--- config.mk ---
export PLATFORM = sky130hd
export DESIGN_NAME = http_chunked_body_decoder
export DESIGN_NICKNAME = d
export VERILOG_FILES = /design/src/rtl/core/hcbd_pkg.sv /design/src/rtl/core/hcbd_step.sv /design/src/rtl/core/http_chunked_body_decoder.sv
export SDC_FILE = /design/constraint.sdc
export NUM_CORES = 1
export LEC_CHECK = 0
export ABC_AREA = 1
export ABC_CLOCK_PERIOD_IN_PS = 5700
export BUFFER_PORTS_ARGS = -buffer_cell sky130_fd_sc_hd__buf_4
export CORE_MARGIN = 4
export CORE_UTILIZATION = 28
export CTS_CLUSTER_DIAMETER = 150
export DETAILED_ROUTE_END_ITERATION = 7
export HOLD_SLACK_MARGIN = 0.03
export PLACE_DENSITY_LB_ADDON = 0.3
export SYNTH_ARGS = -nofsm -noshare
export SYNTH_HDL_FRONTEND = slang
export SYNTH_SLANG_ARGS = --single-unit
--- constraint.sdc ---
create_clock -name clk -period 5.7 [get_ports clk]
set_clock_uncertainty 0.2 [all_clocks]
set_input_delay 0 -clock clk [delete_from_list [all_inputs] [get_ports clk]]
set_output_delay 0 -clock clk [all_outputs]
set_load 0.005 [all_outputs]
--- src/rtl/core/hcbd_pkg.sv ---
// Shared types, character codes and helpers for the chunked body decoder.
package hcbd_pkg;

  localparam int unsigned DefLineCapacity = 128;
  localparam int unsigned DefSizeBits     = 32;

  localparam logic [7:0] ChrLf    = 8'h0A;
  localparam logic [7:0] ChrCr    = 8'h0D;
  localparam logic [7:0] ChrPlus  = 8'h2B;
  localparam logic [7:0] ChrMinus = 8'h2D;
  localparam logic [7:0] ChrZero  = 8'h30;
  localparam logic [7:0] ChrLowX  = 8'h78;
  localparam logic [7:0] ChrUpX   = 8'h58;

  localparam logic KindByte  = 1'b0;
  localparam logic KindClose = 1'b1;

  typedef enum logic [1:0] {
    ST_BUSY  = 2'd0,
    ST_DONE  = 2'd1,
    ST_ERROR = 2'd2
  } hcbd_status_t;

  typedef enum logic [2:0] {
    PH_SIZE     = 3'd0,
    PH_PAYLOAD  = 3'd1,
    PH_WANT_CR  = 3'd2,
    PH_WANT_LF  = 3'd3,
    PH_TRAILER  = 3'd4,
    PH_DONE     = 3'd5,
    PH_ERROR    = 3'd6
  } hcbd_phase_t;

  typedef enum logic [2:0] {
    SC_LEAD   = 3'd0,
    SC_SIGN   = 3'd1,
    SC_ZERO   = 3'd2,
    SC_PREFIX = 3'd3,
    SC_DIGITS = 3'd4,
    SC_END    = 3'd5,
    SC_MINUS  = 3'd6
  } hcbd_scan_t;

  typedef struct packed {
    logic       kind;
    logic [7:0] data_byte;
  } hcbd_in_t;

  typedef struct packed {
    logic [7:0]   payload_byte;
    logic         payload_valid;
    hcbd_status_t status;
  } hcbd_out_t;

  // Control part of the decoder state; the counters travel separately.
  typedef struct packed {
    hcbd_phase_t phase;
    hcbd_scan_t  scan;
    logic        digits_found;
    logic        last_was_cr;
  } hcbd_ctrl_t;

  function automatic logic is_hex(input logic [7:0] b);
    return (b inside {[8'h30:8'h39], [8'h61:8'h66], [8'h41:8'h46]});
  endfunction

  function automatic logic [3:0] hex_value(input logic [7:0] b);
    logic [3:0] v;
    v = 4'd0;
    if (b inside {[8'h30:8'h39]}) begin
      v = b[3:0];
    end else if (b inside {[8'h61:8'h66], [8'h41:8'h46]}) begin
      v = b[3:0] + 4'd9;
    end
    return v;
  endfunction

  function automatic logic is_space(input logic [7:0] b);
    return (b inside {8'h20, [8'h09:8'h0D]});
  endfunction

endpackage

--- src/rtl/core/hcbd_step.sv ---
// Next-state and result logic for one stream word of the chunked body decoder.
module hcbd_step
  import hcbd_pkg::*;
#(
  parameter int unsigned LINE_CAPACITY = DefLineCapacity,
  parameter int unsigned SIZE_BITS     = DefSizeBits,
  localparam int unsigned LcW          = $clog2(LINE_CAPACITY)
) (
  input  hcbd_in_t               word,
  input  hcbd_ctrl_t             ctrl,
  input  logic [SIZE_BITS-1:0]   chunk,
  input  logic [LcW-1:0]         line_count,
  output hcbd_ctrl_t             ctrl_next,
  output logic [SIZE_BITS-1:0]   chunk_next,
  output logic [LcW-1:0]         line_next,
  output hcbd_out_t              result
);

  localparam logic [LcW-1:0] LineLimit = LcW'(LINE_CAPACITY - 2);

  logic [7:0]           b;
  logic                 b_hex;
  logic [SIZE_BITS-1:0] chunk_digit;
  logic [SIZE_BITS-1:0] chunk_dec;
  hcbd_scan_t           scan_next;
  logic                 add_en;
  logic                 take_num;

  assign b     = word.data_byte;
  assign b_hex = is_hex(b);

  // Shifting in a digit saturates once any of the top four bits is set.
  assign chunk_digit = (|chunk[SIZE_BITS-1 -: 4]) ? {SIZE_BITS{1'b1}}
                                                   : {chunk[SIZE_BITS-5:0], hex_value(b)};
  assign chunk_dec   = chunk - {{(SIZE_BITS-1){1'b0}}, 1'b1};

  // Size line number scanner.
  always_comb begin
    scan_next = ctrl.scan;
    add_en    = 1'b0;
    take_num  = 1'b0;
    case (ctrl.scan)
      SC_LEAD: begin
        if (is_space(b)) begin
          scan_next = SC_LEAD;
        end else if (b == ChrPlus) begin
          scan_next = SC_SIGN;
        end else if (b == ChrMinus) begin
          scan_next = SC_MINUS;
        end else begin
          take_num = 1'b1;
        end
      end
      SC_SIGN: take_num = 1'b1;
      SC_ZERO: begin
        if (b == ChrLowX || b == ChrUpX) begin
          scan_next = SC_PREFIX;
        end else if (b_hex) begin
          add_en    = 1'b1;
          scan_next = SC_DIGITS;
        end else begin
          scan_next = SC_END;
        end
      end
      SC_PREFIX, SC_DIGITS: begin
        if (b_hex) begin
          add_en    = 1'b1;
          scan_next = SC_DIGITS;
        end else begin
          scan_next = SC_END;
        end
      end
      default: scan_next = ctrl.scan;
    endcase
    if (take_num) begin
      if (b == ChrZero) begin
        add_en    = 1'b1;
        scan_next = SC_ZERO;
      end else if (b_hex) begin
        add_en    = 1'b1;
        scan_next = SC_DIGITS;
      end else begin
        scan_next = SC_END;
      end
    end
  end

  always_comb begin
    ctrl_next  = ctrl;
    chunk_next = chunk;
    line_next  = line_count;
    result     = '0;
    if (word.kind == KindClose) begin
      if (ctrl.phase != PH_DONE) begin
        ctrl_next.phase = PH_ERROR;
      end
    end else begin
      case (ctrl.phase)
        PH_SIZE, PH_TRAILER: begin
          if (b == ChrLf) begin
            if (ctrl.phase == PH_SIZE) begin
              if (ctrl.scan == SC_MINUS || !ctrl.digits_found) begin
                ctrl_next.phase = PH_ERROR;
              end else if (chunk == '0) begin
                ctrl_next.phase = PH_TRAILER;
              end else begin
                ctrl_next.phase = PH_PAYLOAD;
              end
            end else if (line_count == '0 ||
                         (line_count == LcW'(1) && ctrl.last_was_cr)) begin
              ctrl_next.phase = PH_DONE;
            end
            line_next              = '0;
            ctrl_next.scan         = SC_LEAD;
            ctrl_next.digits_found = 1'b0;
            ctrl_next.last_was_cr  = 1'b0;
          end else if (line_count >= LineLimit) begin
            ctrl_next.phase = PH_ERROR;
          end else begin
            line_next             = line_count + LcW'(1);
            ctrl_next.last_was_cr = (b == ChrCr);
            if (ctrl.phase == PH_SIZE) begin
              ctrl_next.scan = scan_next;
              if (add_en) begin
                chunk_next             = chunk_digit;
                ctrl_next.digits_found = 1'b1;
              end
            end
          end
        end
        PH_PAYLOAD: begin
          result.payload_byte  = b;
          result.payload_valid = 1'b1;
          chunk_next           = chunk_dec;
          if (chunk_dec == '0) begin
            ctrl_next.phase = PH_WANT_CR;
          end
        end
        PH_WANT_CR: ctrl_next.phase = (b == ChrCr) ? PH_WANT_LF : PH_ERROR;
        PH_WANT_LF: begin
          if (b == ChrLf) begin
            ctrl_next.phase        = PH_SIZE;
            chunk_next             = '0;
            line_next              = '0;
            ctrl_next.scan         = SC_LEAD;
            ctrl_next.digits_found = 1'b0;
            ctrl_next.last_was_cr  = 1'b0;
          end else begin
            ctrl_next.phase = PH_ERROR;
          end
        end
        PH_DONE: ctrl_next.phase = PH_DONE;
        default: ctrl_next.phase = PH_ERROR;
      endcase
    end

    case (ctrl_next.phase)
      PH_DONE:  result.status = ST_DONE;
      PH_ERROR: result.status = ST_ERROR;
      default:  result.status = ST_BUSY;
    endcase
  end

endmodule

--- src/rtl/core/http_chunked_body_decoder.sv ---
// Decoder state updates as each word leaves the input register and its result enters out_data.
// Throughput: one word per cycle, unless out_ready low holds a result in the output register.
// The output register lets a new word in while a finished result still waits for out_ready.
// Reset (rst, synchronous): both registers empty, decoder back to reading a size line.
// Top level of the HTTP chunked body decoder.
module http_chunked_body_decoder
  import hcbd_pkg::*;
#(
  parameter int unsigned LINE_CAPACITY = DefLineCapacity,
  parameter int unsigned SIZE_BITS     = DefSizeBits
) (
  input  logic      clk,
  input  logic      rst,
  input  logic      in_valid,
  output logic      in_ready,
  input  hcbd_in_t  in_data,
  output logic      out_valid,
  input  logic      out_ready,
  output hcbd_out_t out_data
);

  localparam int unsigned LcW = $clog2(LINE_CAPACITY);

  logic                 s1_valid;
  hcbd_in_t             s1_data;
  logic                 advance;

  hcbd_ctrl_t           ctrl;
  hcbd_ctrl_t           ctrl_next;
  logic [SIZE_BITS-1:0] chunk;
  logic [SIZE_BITS-1:0] chunk_next;
  logic [LcW-1:0]       line_count;
  logic [LcW-1:0]       line_next;
  hcbd_out_t            result;

  assign advance  = s1_valid && (!out_valid || out_ready);
  assign in_ready = !s1_valid || advance;

  hcbd_step #(
    .LINE_CAPACITY(LINE_CAPACITY),
    .SIZE_BITS    (SIZE_BITS)
  ) u_step (
    .word      (s1_data),
    .ctrl      (ctrl),
    .chunk     (chunk),
    .line_count(line_count),
    .ctrl_next (ctrl_next),
    .chunk_next(chunk_next),
    .line_next (line_next),
    .result    (result)
  );

  always_ff @(posedge clk) begin
    if (rst) begin
      s1_valid   <= 1'b0;
      out_valid  <= 1'b0;
      ctrl       <= '{phase: PH_SIZE, scan: SC_LEAD, digits_found: 1'b0, last_was_cr: 1'b0};
      chunk      <= '0;
      line_count <= '0;
    end else begin
      if (in_valid && in_ready) begin
        s1_valid <= 1'b1;
      end else if (advance) begin
        s1_valid <= 1'b0;
      end
      if (advance) begin
        ctrl       <= ctrl_next;
        chunk      <= chunk_next;
        line_count <= line_next;
        out_valid  <= 1'b1;
      end else if (out_ready) begin
        out_valid <= 1'b0;
      end
    end
  end

  always_ff @(posedge clk) begin
    if (in_valid && in_ready) begin
      s1_data <= in_data;
    end
    if (advance) begin
      out_data <= result;
    end
  end

endmodule

==> results of run 1 <==
layer usage:
layer,vias up,part of all wire,global-route usage
li1,2581,-,-
met1,2257,0.47,0.193
met2,127,0.46,0.243
met3,12,0.052,0.0290
met4,0,0.017,0.0505
met5,-,0,0
power breakdown:
part | leakage, nW | total [mW] | internal [mW] | switching, mW
registers | 0.595 | 0.544 | 0.525 | 0.0194
clock network | 0.139 | 0.549 | 0.309 | 0.240
logic | 1.96 | 0.410 | 0.135 | 0.274
total | 2.69 | 1.50 | 0.969 | 0.534
through the flow:
stage,hold slack (ns),utilization,instances
2_1_floorplan,-0.101,-,770
3_3_place_gp,-0.0220,0.312,998
3_5_place_dp,-0.0205,0.312,998
4_1_cts,0.148,0.336,1027
5_1_grt,0.154,0.336,1027
6_report,0.156,0.336,1027
registers in the layout (all words and copies together), names as in the netlist:
name        cells
out_valid       1
chunk          32
line_count      7
s1_valid        1
s1_data         9
ctrl            8
out_data       11
cell usage after synthesis (all sizes together) (4+ instances only):
master	instances	area, um2
buf	8	47.5
a22oi	10	75.1
nand2	219	825
nand3	47	270
nor4	4	40.0
o21ai	43	215
edfxtp	20	601
nor2	146	576
clkbuf	11	41.3
a21oi	49	245
dfxtp	49	981
inv	91	342
ha	11	138
nand4	30	194
nor3	8	40.0
critical path, delay by kind of cell, from the launching register on:
family          cells  cell delay (ns)
simple gates        5             1.02
buf+inv             2             0.81
flops               1             0.39
compound gates      2             0.55
logic make-up (layout without fill, tap and decap cells):
kind of cell               after synthesis  after routing
AOI/OAI and AO/OA                      114            114
and+or+nand+nor                        459            459
xor gates and xnor gates                 4              4
buffers and inverters                  113            150
DFF                                     69             69
adders and majority gates               11             11
worst min path at each step:
stage / end / slack, ns / cells past startpoint
global route: s1_data[8]$_DFFE_PP_ / 0.15 / 2
global placement: s1_data[8]$_DFFE_PP_ / -0.02 / 1
detailed placement: s1_data[4]$_DFFE_PP_ / -0.02 / 1
floorplan: s1_data[0]$_DFFE_PP_ / -0.10 / 0
finish: s1_data[8]$_DFFE_PP_ / 0.16 / 2
CTS: s1_data[8]$_DFFE_PP_ / 0.15 / 2
what timing repair did:
action | 4_1_cts | 5_1_grt
gates resized for setup | 0 | 0
hold endpoints to repair | 25 | 0
setup buffers | 0 | 0
hold buffers | 13 | 0
area by class of cell:
class / instances / area, um2
Inverter: 94 / 353
Clock buffer: 10 / 239
Clock inverter: 6 / 45.0
Fill cell: 1863 / 11100
Tap cell: 220 / 275
Timing Repair Buffer: 40 / 333
Sequential cell: 69 / 1580
Multi-Input combinational cell: 588 / 2790
==> impl_metrics.ini, run 1 <==
[status]
status = completed

[synthesis]
seq_area_frac_synth = 0.328
ys_seq_elements = 69
synth_adder_area_share = 0.0286
netlist-cell-type-count = 43
syn-cell-area_um2 = 4810
synthFlopType = dfxtp_1
post_synth_and_or_nand_nor_area_fraction = 0.412
fraction_of_synthesized_cell_area_in_xor_and_xnor_cells = 0.00728
synth_compound_gate_area_share = 0.131
largest_family_of_logic_cells_by_synthesized_area = simple AND/OR/NAND/NOR gates
synth_area_per_cell_um2 = 6.25
portion_of_netlist_area_occupied_by_mux_cells = 0
async_reset_ff_frac = 0
synthesis.nets = 794
synth_cells = 770
count_of_flip_flops_with_a_built_in_enable_after_synthesis = 20
synthesis.yosys.warnings = 0

[worst_setup_path]
timing.critical_path.cells = nor2_1 > nand3_1 > clkinv_1 > nand3_1 > nand2_1 > a221oi_1 > nand2_1 > o211ai_1 > inv_1
regToRegSetupSlack_ns = 2.61
startpoint = chunk[29]$_SDFFE_PP0P_
worstPathRequired_ns = 5.74
startpoint_type = flip-flop
rr_worst_depth = 9
setup.worst_path.end_class = flip-flop
worst_r2r_endpoint = ctrl[7]$_SDFFE_PP0P_
critical_path_arrival_ns = 3.12
r2r_start = chunk[29]$_SDFFE_PP0P_
crit_path_max_incr_delay_ns = 0.74
crit_end = ctrl[7]$_SDFFE_PP0P_
cp_slowest_cell = clkinv_1
timing.setup.critical_path_class = flip-flop to flip-flop
critPathMaxFanout = 19

[timing]
post-route-worst-setup-slack_ns = 2.61
rsz0062_at_grt = false
timing.max_slew.rel_slack = 0.228
finalHoldViolCount = 0
min_period_over_period = 0.541
setup_viol = 0
final.setup.tns_ns = 0
worst_margin_pin_slew_ns = 1.15
maxClockFrequency_ghz = 0.324
timing.final.crit_period_ns = 3.09
timing.final.max_slew_violations = 0

[clock_tree]
worst_skew_pair.late_latency_ns = 0.35
cts.htree.levels = 3
tritoncts = yes
cts_root_buffer = clkbuf_16
clk_pin_slew_worst_paths_ns = 0.06
cts_num_sinks = 69
cts-buffers-inserted = 9
clk_path_buf_depth = 2

[routing]
via_per_inst = 4.85
drt-pass1-iter-count = 5
drt_first_iter_violations = 303
final_antenna_net_count = 0
detail_route.drc_violations = 0
num_vias = 4977
postRouteWirelength_mm = 13.6
average_wire_per_standard_cell_um = 13.2

[cells_and_area]
n_antenna_cell = 0
final_nets = 826
fin_area_um2 = 5620
areaGrowthSynthToFinish_pct = 16.7
final_layout_size_suffix_gt1_frac = 0.0880
mostFrequentLayoutCells = nand2_1 (218), nor2_1 (139), inv_1 (80), a21oi_1 (49), dfxtp_1 (49)
layout_commonest_cell = nand2_1

[job]
maxCapViolations = 0

[global_route]
grt_antenna_before_repair = 0
globalRouteTotalUtil = 0.147
number_of_global_route_vias_before_repair = 4756
grt_max_degree = 47
global_route_wire_length_before_repair_mm = 23.4
grt_overflow_total = 0

[die]
die_h_um = 139
fp-row-count = 47
initial_core_util = 0.288
fp.coreArea_um2 = 16700
dieWidth_um = 139
fp.dieArea_um2 = 19400
ioPinCount = 26

[power]
power.ir.vdd_worst_mv = 0.182
power_mw = 1.50
power.density_cell_area_nw_per_um2 = 267
total_leakage_power_nw = 2.69

[placed_design]
detailedPlacementHpwl_mm = 9.65
place_area_um2 = 5200
pre_cts_ws_ns = 2.64
gp_congestion = 0.889
port_buffers = 25

[hold_path]
min_path_type = input pin to flip-flop
hp-start = in_data[8]
Power figures use the tool's default switching activity.
==> run 2, diff against run 1 <==
--- a/config.mk
+++ b/config.mk
@@ -5,8 +5,8 @@
 export SDC_FILE = /design/constraint.sdc
 export NUM_CORES = 1
 export LEC_CHECK = 0
-export ABC_AREA = 1
-export ABC_CLOCK_PERIOD_IN_PS = 5700
+export ABC_AREA = 0
+export ABC_CLOCK_PERIOD_IN_PS = 3200
 export BUFFER_PORTS_ARGS = -buffer_cell sky130_fd_sc_hd__buf_4
 export CORE_MARGIN = 4
 export CORE_UTILIZATION = 28
==> constraint.sdc (replaced) <==
create_clock -name clk -period 3.2 [get_ports clk]
set_clock_uncertainty 0.2 [all_clocks]
set_input_delay 0 -clock clk [delete_from_list [all_inputs] [get_ports clk]]
set_output_delay 0 -clock clk [all_outputs]
set_load 0.005 [all_outputs]
==> run 2 against run 1 <==
  * Sequential power grew 75%
  * Combinational power is 12% lower
  * Register-to-register slack lost 2.5 ns
  * Total power is 56% higher
  * Worst hold slack improved by 0.0092 ns
  * Core utilization is 2.0 points higher
  * Worst setup slack got worse by 2.5 ns
  * Global-route usage grew 0.37 points
  * Clock power grew 89%
  * Via count is 6.7% lower
  * Count of clock-buffer cells in the layout unchanged
==> impl_metrics.ini, run 2 <==
[die]
fp.dieArea_um2 = 18500
initial_core_util = 0.288
fp.coreArea_um2 = 16000
dieWidth_um = 136
fp-row-count = 46
ioPinCount = 26
die_h_um = 136

[worst_setup_path]
startpoint_type = flip-flop
worst_r2r_endpoint = out_data[1]$_DFFE_PP_
r2r_start = chunk[14]$_SDFFE_PP0P_
startpoint = chunk[14]$_SDFFE_PP0P_
setup.worst_path.end_class = flip-flop
worstPathRequired_ns = 3.19
regToRegSetupSlack_ns = 0.15
critical_path_arrival_ns = 3.03
rr_worst_depth = 8
timing.setup.critical_path_class = flip-flop to flip-flop
critPathMaxFanout = 6

[synthesis]
synthesis.nets = 615
yosys.area.top_type_share = 0.213
seq_area_frac_synth = 0.344
yosys.cell_count.top_type = nor2_1
netlist-cell-type-count = 71
synthTopCellsByArea = dfxtp_1 (21%), edfxtp_1 (13%), o21ai_0 (7.6%)
synthFlopType = dfxtp_1
synth_cells = 591
synthesis.yosys.warnings = 0
syn-cell-area_um2 = 4600
async_reset_ff_frac = 0
yosysTopAreaCell = dfxtp_1
netlist_top_cells_count = nor2_1 (71), o21ai_0 (70), a21oi_1 (53)
synth_area_per_cell_um2 = 7.78
ys_seq_elements = 69
count_of_flip_flops_with_a_built_in_enable_after_synthesis = 20

[hold_path]
hp-start = in_data[5]
min_path_type = input pin to flip-flop
hold_endpoint = s1_data[5]$_DFFE_PP_
hold_path_depth = 2

[cells_and_area]
fillerInstances = 1739
final_nets = 671
final_layout_size_suffix_gt1_frac = 0.173
n_antenna_cell = 0
mostFrequentLayoutCells = buf_4 (73), nor2_1 (71), o21ai_0 (70), a21oi_1 (53), nand2_1 (50)
fin_area_um2 = 5700
largest_register = chunk
biggestRegsByFlops = chunk: 32 flops, out_data: 11 flops, s1_data: 9 flops
layout_commonest_cell = buf_4
largest_register_ff_count = 32
areaGrowthSynthToFinish_pct = 23.9
sequential_cell_area_um2 = 1580
multi_input_area_um2 = 2770

[timing]
finalHoldViolCount = 0
setup_viol = 0
timing.final.max_slew_violations = 0
maxClockFrequency_ghz = 0.328
worst_margin_pin_slew_ns = 0.604
min_period_over_period = 0.952
timing.final.crit_period_ns = 3.05
rsz0062_at_grt = false
post-route-worst-setup-slack_ns = 0.153
timing.max_slew.rel_slack = 0.597
final.setup.tns_ns = 0

[clock_tree]
clk_pin_slew_worst_paths_ns = 0.06
tritoncts = yes
clk_path_buf_depth = 2
cts.htree.levels = 3
cts-buffers-inserted = 9
cts_root_buffer = clkbuf_16
cts_num_sinks = 69
worst_skew_pair.late_latency_ns = 0.35

[power]
netSwitchingFraction = 0.275
seq_power_share = 0.404
power.density_cell_area_nw_per_um2 = 412
cellInternalPower_mw = 1.71
power.clock.fraction = 0.442
combPwrFrac = 0.154
power.ir.vdd_worst_mv = 0.259
total_switching_power_mw = 0.646
total_leakage_power_nw = 2.17
power_mw = 2.35

[routing]
postRouteWirelength_mm = 13.5
drt-pass1-iter-count = 5
drt_first_iter_violations = 382
detail_route.drc_violations = 0
final_antenna_net_count = 0
via_per_inst = 5.35
num_vias = 4643
average_wire_per_standard_cell_um = 15.6

[global_route]
grt_antenna_before_repair = 0
grt_overflow_total = 0
globalRouteTotalUtil = 0.151
global_route_wire_length_before_repair_mm = 22.6
grt_max_degree = 42
number_of_global_route_vias_before_repair = 4501

[placed_design]
detailedPlacementHpwl_mm = 9.31
pre_cts_ws_ns = 0.0118
port_buffers = 25
gp_congestion = 0.883
place_area_um2 = 5190

[job]
maxCapViolations = 0

[status]
status = completed
run 2: cell types whose count changed after synthesis, moves of 8 or more:
cell      before  now
a22oi_1       10    1
clkbuf_1      11   33
inv_1         80   20
inv_2         11    0
nand2_1      218   50
nand3_1       43    9
nand4_1       29   13
nor2_1       139   71
nor3_1         8   31
nor4_1         3   14
o21ai_0       39   70
xor2_1         3   11
run 2: what timing repair did:
action,in CTS,in global routing
setup endpoints to repair,1,26
pin swaps,1,4
resized for setup,2,9
endpoints found under the hold margin,49,0
buffers inserted,0,1
hold buffers,15,0
run 2: kinds of logic (layout without fill, tap and decap cells):
kind of cell             count (synthesis)  count (layout)  synth area share
AND/OR/NAND/NOR                        238             238             0.261
AO/OA/AOI/OAI                          189             189             0.258
flip-flops                              69              69             0.344
buffers and inverters                   63             124            0.0661
XOR/XNOR                                19              19            0.0362
adder cells (fa/ha/maj)                 11              11            0.0299
multiplexers                             2               2           0.00462
run 2: critical path, stage by stage (launching register included):
cell,delay (ns)
dfxtp_1,0.35
or4_4,0.52
or3_4,0.36
buf_4,0.18
nor3_2,0.24
o21ai_0,0.19
a211oi_2,0.35
nand4_1,0.22
a211oi_2,0.27
run 2: layout make-up:
| type | instances | share of cell area |
|---|---|---|
| inverter | 20 | 0.0132 |
| timing repair buffer | 88 | 0.122 |
| clock inverter | 6 | 0.0125 |
| tap | 216 | 0.0474 |
| clock buffer | 10 | 0.0419 |
| sequential | 69 | 0.277 |
| multi-input combinational | 459 | 0.485 |
run 2: metrics by stage:
stage	hold slack [ns]	utilization	std cells
after detailed placement	-0.0205	0.324	836
after global placement	-0.0213	0.324	836
final	0.165	0.356	868
after CTS	0.154	0.353	867
after floorplan	-0.101	-	591
after global routing	0.161	0.356	868
run 2: how the worst max path moves through the flow:
stage | end | slack (ns) | cells past startpoint
floorplan | chunk[12]$_SDFFE_PP0P_ | 0.12 | 9
global placement | out_data[1]$_DFFE_PP_ | 0.08 | 9
detailed placement | out_data[1]$_DFFE_PP_ | 0.01 | 8
CTS | out_data[1]$_DFFE_PP_ | 0.05 | 8
global route | chunk[21]$_SDFFE_PP0P_ | 0.01 | 10
finish | out_data[1]$_DFFE_PP_ | 0.15 | 8
run 2: metal layers:
metal,part of all wire,track usage,vias to the layer above,wire [um]
met5,0,0,-,0
met4,0.021,0.0649,0,287
met3,0.056,0.0303,28,762
met2,0.45,0.232,160,6100
met1,0.47,0.205,2157,6370
li1,-,-,2298,-
run 2: power by group through the flow:
stage	registers (mW)	logic, mW	clock network (mW)
5_1_grt	0.954	0.399	1.11
4_1_cts	0.950	0.353	1.06
2_1_floorplan	0.960	0.232	0
3_5_place_dp	0.968	0.335	0
6_report	0.951	0.362	1.04
3_3_place_gp	0.968	0.334	0
